`config.mk`:
```
export PLATFORM = sky130hd
export DESIGN_NAME = button_click_longpress_detector_unit
export DESIGN_NICKNAME = d
export VERILOG_FILES = /design/src/rtl/core/bcl_pkg.sv /design/src/rtl/core/bcl_cfg_regs.sv /design/src/rtl/core/bcl_step.sv /design/src/rtl/core/button_click_longpress_detector_unit.sv
export SDC_FILE = /design/constraint.sdc
export NUM_CORES = 1
export LEC_CHECK = 0
export BUFFER_PORTS_ARGS = -buffer_cell sky130_fd_sc_hd__buf_2
export CAP_MARGIN = 20
export CORE_UTILIZATION = 35
export CTS_CLUSTER_SIZE = 14
export DETAILED_ROUTE_END_ITERATION = 10
export PLACE_DENSITY = 0.63
export SYNTH_ARGS = -nofsm -noshare
export SYNTH_HDL_FRONTEND = slang
export SYNTH_SLANG_ARGS = --single-unit
```
`constraint.sdc`:
```
create_clock -name clk -period 5.8 [get_ports clk]
set_input_delay 0.29 -clock clk [delete_from_list [all_inputs] [get_ports clk]]
set_output_delay 0.29 -clock clk [all_outputs]
set_load 0.02 [all_outputs]
```
`src/rtl/core/bcl_pkg.sv`:
```
// ----------------------------------------------------------------------------
// bcl_pkg
// Shared types, codes and reset values of the button click / long-press unit.
// ----------------------------------------------------------------------------
package bcl_pkg;

	localparam int TIMER_BITS = 16;
	localparam int CMP_W      = 33;

	typedef logic [TIMER_BITS-1:0] timer_t;

	typedef enum logic [2:0] {
		EV_NONE         = 3'd0,
		EV_PRESSED      = 3'd1,
		EV_LONG_FIRST   = 3'd2,
		EV_LONG_REPEAT  = 3'd3,
		EV_LONG_FINISH  = 3'd4,
		EV_RELEASED     = 3'd5,
		EV_CLICK_FINISH = 3'd6
	} event_t;

	// register indexes, byte address is 4 * index
	typedef enum logic [2:0] {
		REG_ACTIVE_LOW     = 3'd0,
		REG_DEBOUNCE_TIME  = 3'd1,
		REG_LONG_PRESS_MS  = 3'd2,
		REG_REPEAT_MS      = 3'd3,
		REG_MULTI_CLICK_MS = 3'd4
	} reg_idx_t;

	localparam logic        RST_ACTIVE_LOW     = 1'b1;
	localparam logic [7:0]  RST_DEBOUNCE_TIME  = 8'd20;
	localparam logic [15:0] RST_LONG_PRESS_MS  = 16'd1000;
	localparam logic [15:0] RST_REPEAT_MS      = 16'd500;
	localparam logic [15:0] RST_MULTI_CLICK_MS = 16'd400;

	typedef struct packed {
		logic        active_low;
		logic [7:0]  debounce_time;
		logic [15:0] long_press_ms;
		logic [15:0] repeat_ms;
		logic [15:0] multi_click_ms;
	} cfg_t;

	typedef struct packed {
		event_t      event_res;
		logic [7:0]  click_count;
		logic [15:0] held_ms;
		logic        is_pressed;
	} res_t;

	// timer plus poll interval, saturating at the all-ones value
	function automatic timer_t timer_add(input timer_t t, input logic [7:0] d);
		logic [TIMER_BITS:0] s;
		s = {1'b0, t} + (TIMER_BITS+1)'(d);
		return s[TIMER_BITS] ? '1 : s[TIMER_BITS-1:0];
	endfunction

endpackage

```
`src/rtl/core/bcl_cfg_regs.sv`:
```
// ----------------------------------------------------------------------------
// bcl_cfg_regs
// APB register file holding the thresholds and the pressed polarity.
// ----------------------------------------------------------------------------
module bcl_cfg_regs (
	input  logic         clk,
	input  logic         arst_n,
	input  logic         psel,
	input  logic         penable,
	input  logic         pwrite,
	input  logic [4:0]   paddr,
	input  logic [31:0]  pwdata,
	output logic [31:0]  prdata,
	output logic         pready,
	output bcl_pkg::cfg_t cfg
);
	import bcl_pkg::*;

	cfg_t     cfg_q;
	reg_idx_t idx;
	logic     wr_en;

	assign idx    = reg_idx_t'(paddr[4:2]);
	assign wr_en  = psel & penable & pwrite & pready;
	assign pready = 1'b1;
	assign cfg    = cfg_q;

	always_ff @(posedge clk or negedge arst_n) begin
		if (!arst_n) begin
			cfg_q.active_low     <= RST_ACTIVE_LOW;
			cfg_q.debounce_time  <= RST_DEBOUNCE_TIME;
			cfg_q.long_press_ms  <= RST_LONG_PRESS_MS;
			cfg_q.repeat_ms      <= RST_REPEAT_MS;
			cfg_q.multi_click_ms <= RST_MULTI_CLICK_MS;
		end else if (wr_en) begin
			case (idx)
				REG_ACTIVE_LOW:     cfg_q.active_low     <= pwdata[0];
				REG_DEBOUNCE_TIME:  cfg_q.debounce_time  <= pwdata[7:0];
				REG_LONG_PRESS_MS:  cfg_q.long_press_ms  <= pwdata[15:0];
				REG_REPEAT_MS:      cfg_q.repeat_ms      <= pwdata[15:0];
				REG_MULTI_CLICK_MS: cfg_q.multi_click_ms <= pwdata[15:0];
				default: ;
			endcase
		end
	end

	always_comb begin
		prdata = '0;
		case (idx)
			REG_ACTIVE_LOW:     prdata = 32'(cfg_q.active_low);
			REG_DEBOUNCE_TIME:  prdata = 32'(cfg_q.debounce_time);
			REG_LONG_PRESS_MS:  prdata = 32'(cfg_q.long_press_ms);
			REG_REPEAT_MS:      prdata = 32'(cfg_q.repeat_ms);
			REG_MULTI_CLICK_MS: prdata = 32'(cfg_q.multi_click_ms);
			default:            prdata = '0;
		endcase
	end

endmodule

```
`src/rtl/core/bcl_step.sv`:
```
// ----------------------------------------------------------------------------
// bcl_step
// Button state: timers, debounce, click counter and long-press tracking.
// ----------------------------------------------------------------------------
module bcl_step (
	input  logic          clk,
	input  logic          arst_n,
	input  logic          en,
	input  logic          pin_level,
	input  logic [7:0]    elapsed_ms,
	input  bcl_pkg::cfg_t cfg,
	output bcl_pkg::res_t res
);
	import bcl_pkg::*;

	logic   last_level_q;
	timer_t since_press_q;
	timer_t since_repeat_q;
	logic   press_accepted_q;
	logic   long_active_q;
	logic [7:0] clicks_q;
	timer_t hold_time_q;

	logic   pressed_level, now_p, before_p;
	timer_t sp, sr;
	logic   deb_ok, long_ok, rep_ok, multi_ok;

	timer_t     sp_d, sr_d, hold_d;
	logic       acc_d, long_d;
	logic [7:0] clicks_d;
	event_t     ev_d;

	assign pressed_level = ~cfg.active_low;
	assign now_p         = (pin_level == pressed_level);
	assign before_p      = (last_level_q == pressed_level);
	assign sp            = timer_add(since_press_q, elapsed_ms);
	assign sr            = timer_add(since_repeat_q, elapsed_ms);
	assign deb_ok        = CMP_W'(sp) >= CMP_W'(cfg.debounce_time);
	assign long_ok       = CMP_W'(sp) >= CMP_W'(cfg.long_press_ms);
	assign rep_ok        = CMP_W'(sr) >= CMP_W'(cfg.repeat_ms);
	assign multi_ok      = CMP_W'(sp) >= CMP_W'(cfg.multi_click_ms);

	always_comb begin
		sp_d     = sp;
		sr_d     = sr;
		hold_d   = hold_time_q;
		acc_d    = press_accepted_q;
		long_d   = long_active_q;
		clicks_d = clicks_q;
		ev_d     = EV_NONE;
		if (now_p) begin
			if (!before_p) begin
				sp_d   = '0;
				sr_d   = '0;
				acc_d  = 1'b0;
				long_d = 1'b0;
			end else if (!press_accepted_q && deb_ok) begin
				acc_d    = 1'b1;
				clicks_d = clicks_q + 8'd1;
				ev_d     = EV_PRESSED;
			end else if (press_accepted_q && clicks_q == 8'd1) begin
				if (!long_active_q && long_ok) begin
					hold_d = sp;
					long_d = 1'b1;
					sr_d   = '0;
					ev_d   = EV_LONG_FIRST;
				end else if (long_active_q && rep_ok) begin
					hold_d = sp;
					sr_d   = '0;
					ev_d   = EV_LONG_REPEAT;
				end
			end
		end else if (press_accepted_q) begin
			if (before_p) begin
				hold_d = sp;
				if (clicks_q == 8'd1 && long_active_q) begin
					ev_d     = EV_LONG_FINISH;
					long_d   = 1'b0;
					acc_d    = 1'b0;
					clicks_d = '0;
				end else begin
					ev_d = EV_RELEASED;
				end
			end else if (clicks_q != 8'd0 && multi_ok) begin
				ev_d     = EV_CLICK_FINISH;
				acc_d    = 1'b0;
				clicks_d = '0;
			end
		end
	end

	always_ff @(posedge clk or negedge arst_n) begin
		if (!arst_n) begin
			last_level_q     <= 1'b1;
			since_press_q    <= '0;
			since_repeat_q   <= '0;
			press_accepted_q <= 1'b0;
			long_active_q    <= 1'b0;
			clicks_q         <= '0;
			hold_time_q      <= '0;
		end else if (en) begin
			last_level_q     <= pin_level;
			since_press_q    <= sp_d;
			since_repeat_q   <= sr_d;
			press_accepted_q <= acc_d;
			long_active_q    <= long_d;
			clicks_q         <= clicks_d;
			hold_time_q      <= hold_d;
		end
	end

	assign res.event_res   = ev_d;
	assign res.click_count = clicks_d;
	assign res.held_ms     = 16'(hold_d);
	assign res.is_pressed  = now_p;

	// a finished sequence leaves no accepted press and no clicks
	a_finish_clears: assert property (@(posedge clk) disable iff (!arst_n)
		(en && (ev_d == EV_CLICK_FINISH || ev_d == EV_LONG_FINISH))
		|=> (!press_accepted_q && clicks_q == 8'd0))
		else $error("sequence finish left click state behind");

	// the repeat timer restarts at or after the press timer
	a_timer_order: assert property (@(posedge clk) disable iff (!arst_n)
		since_repeat_q <= since_press_q)
		else $error("repeat timer ahead of press timer");

	a_pressed_accepts: assert property (@(posedge clk) disable iff (!arst_n)
		(en && ev_d == EV_PRESSED) |=> press_accepted_q)
		else $error("pressed event without accepted press");

endmodule

```
`src/rtl/core/button_click_longpress_detector_unit.sv`:
```
// ----------------------------------------------------------------------------
// button_click_longpress_detector_unit
// Debounced button decoder with multi-click counting and long-press events.
// ----------------------------------------------------------------------------
// Usage:
//   s_* takes one poll per transfer: the raw pin level and the milliseconds
//   since the previous poll. m_* gives exactly one result per poll: event
//   code, click count, held time and the raw pressed flag.
//   A poll passes from the input transfer into the input register, then through
//   the decode logic into the output register, which drives m_tvalid.
//   Throughput is one poll per cycle while the receiver does not stall; the state
//   update is a combinational compare-and-add path between the two registers.
//   When the receiver stalls, the result waits in the output register and one
//   more poll is held in the input register; s_tready drops only when both
//   are full. Nothing is lost or repeated.
//   Reset clears the timers, click state and held time, loads the default
//   thresholds (20, 1000, 500, 400 ms, active low) and empties both registers.
//   The user must write the APB port only while no poll is in flight; the block does not enforce it.
// ----------------------------------------------------------------------------
module button_click_longpress_detector_unit (
	input  logic        clk,
	input  logic        arst_n,
	input  logic        s_tvalid,
	output logic        s_tready,
	input  logic [15:0] s_tdata,  // [0] pin_level, [8:1] elapsed_ms, [15:9] zero
	output logic        m_tvalid,
	input  logic        m_tready,
	// [2:0] event_res, [10:3] click_count, [26:11] held_ms, [27] is_pressed, [31:28] zero
	output logic [31:0] m_tdata,
	input  logic        psel,
	input  logic        penable,
	input  logic        pwrite,
	input  logic [4:0]  paddr,
	input  logic [31:0] pwdata,
	output logic [31:0] prdata,
	output logic        pready
);
	import bcl_pkg::*;

	cfg_t       cfg;
	res_t       res;
	logic       valid_s1;
	logic       pin_s1;
	logic [7:0] elapsed_s1;
	logic       valid_s2;
	res_t       res_s2;
	logic       adv;

	bcl_cfg_regs u_regs (
		.clk     (clk),
		.arst_n  (arst_n),
		.psel    (psel),
		.penable (penable),
		.pwrite  (pwrite),
		.paddr   (paddr),
		.pwdata  (pwdata),
		.prdata  (prdata),
		.pready  (pready),
		.cfg     (cfg)
	);

	// poll in s1 moves on when the output register is free or being drained
	assign adv      = valid_s1 & (~valid_s2 | m_tready);
	assign s_tready = ~valid_s1 | adv;

	always_ff @(posedge clk or negedge arst_n) begin
		if (!arst_n) begin
			valid_s1 <= 1'b0;
		end else if (s_tready) begin
			valid_s1 <= s_tvalid;
		end
	end

	always_ff @(posedge clk) begin
		if (s_tvalid && s_tready) begin
			pin_s1     <= s_tdata[0];
			elapsed_s1 <= s_tdata[8:1];
		end
	end

	bcl_step u_step (
		.clk        (clk),
		.arst_n     (arst_n),
		.en         (adv),
		.pin_level  (pin_s1),
		.elapsed_ms (elapsed_s1),
		.cfg        (cfg),
		.res        (res)
	);

	always_ff @(posedge clk or negedge arst_n) begin
		if (!arst_n) begin
			valid_s2 <= 1'b0;
		end else if (adv) begin
			valid_s2 <= 1'b1;
		end else if (m_tready) begin
			valid_s2 <= 1'b0;
		end
	end

	always_ff @(posedge clk) begin
		if (adv) begin
			res_s2 <= res;
		end
	end

	assign m_tvalid = valid_s2;
	assign m_tdata  = {4'b0000, res_s2.is_pressed, res_s2.held_ms,
		res_s2.click_count, res_s2.event_res};

endmodule

```
==> impl_metrics.toml <==
[status]
status = "finished with violations"
violations = "design-rule violations"

[synthesis]
syn_area_um2 = 9420
synthDistinctLibCells = 84
avgSynthCellArea_um2 = 10.6
synth_compound_area_share_pct = 17.5
yosys.area_share.adder_pct = 10.4
yosys-mux-area-fraction_pct = 9.20
synth_area_leader_cell = "dfrtp_1"
synthSimpleGateAreaFrac_pct = 10.9
synth_top_area_share_pct = 26.3
ys.flop_type = "dfrtp_1"
ys_warn_count = 0
synth_xor_area_share_pct = 1.95
synthTopCellsByCount = "99 x dfrtp_1, 75 x ha_1, 68 x inv_1, 68 x nand2_1, 63 x mux2_2"
yosysSeqAreaShare_pct = 43.4
yosysMostFrequentCell = "dfrtp_1"
async_flop_share_pct = 76.1
syn_inst = 890
ys_ff_latch = 155
synthTopCellsByArea = "dfrtp_1 26%, edfxtp_1 12%, ha_1 10%"
synth_edf_count = 37
synth_top_family_by_area = "compound AO/OA/AOI/OAI gates"

[setup_path]
cpPeakStageDelay_ns = 0.44
cp.required_ns = 5.98
crit_top_cell = "a21o_1"
crit_path_end_kind = "flop"
crit_arrival_ns = 5.44
crit_slowest_cell = "edfxtp_1"
start_kind = "flop"
crit_chain = "ha_1, fa_1, a21o_1, a21oi_1, nor2b_1, o21a_1, o2111a_1, nand3_1, buf_4, o21ai_0, ha_1, a21o_1, a21o_1, a21oi_1, nand3_1, o211a_1, a31o_2, o21ai_4, buf_4, mux2_2"
critPathMaxFanout = 15
worstSetupPathType = "reg2reg"
crit_buf_inv = 2
cp_top_family = "compound AO/OA/AOI/OAI gates"

[clock_network]
cts_made_buffers = 17
clk_pin_slew_ns = 0.06
cts_root_buf = "clkbuf_16"
cts_tree = "built"
htreeDepth = 4
clkSinkCount = 155
clk_latency_ns = 0.43
ctsResizeCount = 0
clockBufferDepth = 2

[placed_design]
dp_hpwl_um = 17000
gp_congestion = 0.832
placed_cell_area_um2 = 10100
portBuffers = 80

[timing]
fin_skew_ns = 0.0119
max_freq_ghz = 0.190
tns_ns = 0
rsz0062_at_grt = "false"
setup_violations = 0
fin_crit_sh_pct = 90.8
hold_viol_final = 0
final-max-slew-violation-count = 0
relSlewSlack_pct = 28.8
worstMarginPinSlew_ns = 1.06
fin_crit_ns = 5.26

[route]
route.detailed.drc = 6
drt_iter0_drc = 480
first_pass_iters = 10
routed_wl_um = 23700
ant_nets = 0
vias = 6906
wl_per_cell_um = 18.0
vias_per_cell = 5.26

[layout]
fin_nets = 1103
layout-drive-gt1-share_pct = 23.9
final_cell_area_um2 = 10600
syn_to_final_growth_pct = 12.8
n_antenna_cell = 0

[power_and_ir_drop]
ir_drop_v = 0.000156
switchingPower_mw = 1.86
clkPwrFrac_pct = 22.6
p_int_mw = 2.88
power_frac_comb_pct = 43.6
power.density_nw_per_um2 = 446
p_leak_nw = 4.94
p_seq_share_pct = 33.8
swShare_pct = 39.3

[floorplan]
die_w_um = 166
ios = 127
fp.dieH_um = 166
initial_core_util_pct = 35.9
core_area_um2 = 26200
die_area_um2 = 27600
num_rows = 59

[grt]
grt.total_usage_pct = 17.4
grt_overflow = 0
antenna_found_initial = 0
grt_max_degree = 73
grt_pass1_vias = 6598
grt_pass1_wl_um = 37300

[flow_run]
cap_violations = 0

[hold_path]
hold_class = "in2reg"
-- metal layers --
metal / share of wire (%) / up-vias / track usage (%) / wire (um)
met5: 0 / - / 0 / 0
met3: 3.9 / 28 / 2.65 / 923
met4: 2.1 / 0 / 6.10 / 507
li1: - / 3360 / - / -
met1: 49 / 3343 / 24.4 / 11600
met2: 45 / 175 / 27.2 / 10700
-- path summary, 6_finish.rpt --
kind,from,endpoint,slack (ns),cells past startpoint
setup / recovery,elapsed_s1[0],m_tdata[22],0.54,20
hold reg to reg,u_step.hold_time_q[3],u_step.hold_time_q[3],0.50,1
max in group asynchronous,arst_n,u_step.since_repeat_q[10],3.94,3
hold / removal,s_tdata[2],elapsed_s1[1],0.03,1
setup reg to reg,elapsed_s1[0],m_tdata[22],0.54,20
min in group asynchronous,arst_n,m_tvalid,0.42,2
-- power by group through the flow --
| stage | logic, mW | registers, mW | clock network, mW |
|---|---|---|---|
| 2_1_floorplan | 1.50 | 1.60 | 0 |
| 3_3_place_gp | 2.00 | 1.61 | 0 |
| 3_5_place_dp | 2.05 | 1.61 | 0 |
| 4_1_cts | 2.07 | 1.60 | 1.09 |
| 5_1_grt | 2.30 | 1.63 | 1.13 |
| 6_report | 2.07 | 1.60 | 1.07 |
-- final cells by class --
cell class	instances	area [um2]
multi-input combinational	629	4790
clock inverter	9	61.3
clock buffer	23	499
timing repair buffer	94	510
sequential	155	4090
tap	335	419
inverter	69	259
fill	2530	15600
-- registers in the layout, summed over array words and instances (netlist names) --
| name | flops |
|---|---|
| u_step.press_accepted_q | 1 |
| u_step.clicks_q | 8 |
| pin_s1 | 1 |
| u_step.since_repeat_q | 16 |
| u_step.last_level_q | 1 |
| u_step.long_active_q | 1 |
| u_regs.cfg | 57 |
| m_tvalid | 1 |
| valid_s1 | 1 |
| u_step.since_press_q | 16 |
| u_step.hold_time_q | 16 |
| m_tdata | 28 |
| elapsed_s1 | 8 |
-- timing repair --
| item | CTS | global route |
|---|---|---|
| buffers inserted | 0 | 0 |
| hold buffers | 1 | 0 |
| endpoints found under the hold margin | 42 | 0 |
-- worst reg2reg max path: stages (launching register included) --
cell and delay, ns:
edfxtp_1 0.44, ha_1 0.26, fa_1 0.40, a21o_1 0.20, a21oi_1 0.24, nor2b_1 0.08
o21a_1 0.20, o2111a_1 0.34, nand3_1 0.16, buf_4 0.20, o21ai_0 0.15, ha_1 0.33
a21o_1 0.19, a21o_1 0.17, a21oi_1 0.19, nand3_1 0.10, o211a_1 0.27, a31o_2 0.32
o21ai_4 0.14, buf_4 0.27, mux2_2 0.38
-- cell usage in the layout (no fill, tap or decap), drive strengths merged, types with 12 or more instances in the layout --
| master | count |
|---|---|
| dfrtp | 99 |
| buf | 93 |
| ha | 75 |
| inv | 70 |
| nand2 | 69 |
| mux2 | 67 |
| o21ai | 62 |
| a21oi | 39 |
| edfxtp | 37 |
| a22o | 32 |
| nand3 | 29 |
| nor2 | 28 |
| a21o | 23 |
| clkbuf | 23 |
| conb | 21 |
| dfstp | 19 |
| nand4 | 17 |
| a22oi | 15 |
| nand2b | 12 |
-- metrics by stage --
| stage | power, mW | hold slack, ns | worst slack, ns | cells | utilization (%) |
|---|---|---|---|---|---|
| 3_3_place_gp | 3.61 | 0.366 | 0.631 | 1281 | 38.4 |
| 2_1_floorplan | 3.09 | -0.00559 | 0.903 | 909 | - |
| 3_5_place_dp | 3.66 | 0.369 | 0.566 | 1281 | 38.4 |
| 5_1_grt | 5.06 | 0.0249 | 0.232 | 1314 | 40.6 |
| 6_report | 4.74 | 0.0346 | 0.536 | 1314 | 40.6 |
| 4_1_cts | 4.76 | 0.0236 | 0.553 | 1314 | 40.6 |
-- cells by family (layout without fill, tap and decap cells) --
logic type / after synthesis / after routing
buf+inv: 125 / 195
xor+xnor: 21 / 21
other cells: 2 / 21
flops: 155 / 155
simple gates: 201 / 201
mux: 77 / 77
compound gates: 232 / 232
fa+ha+maj: 77 / 77
(Power assumes the default switching activity.)
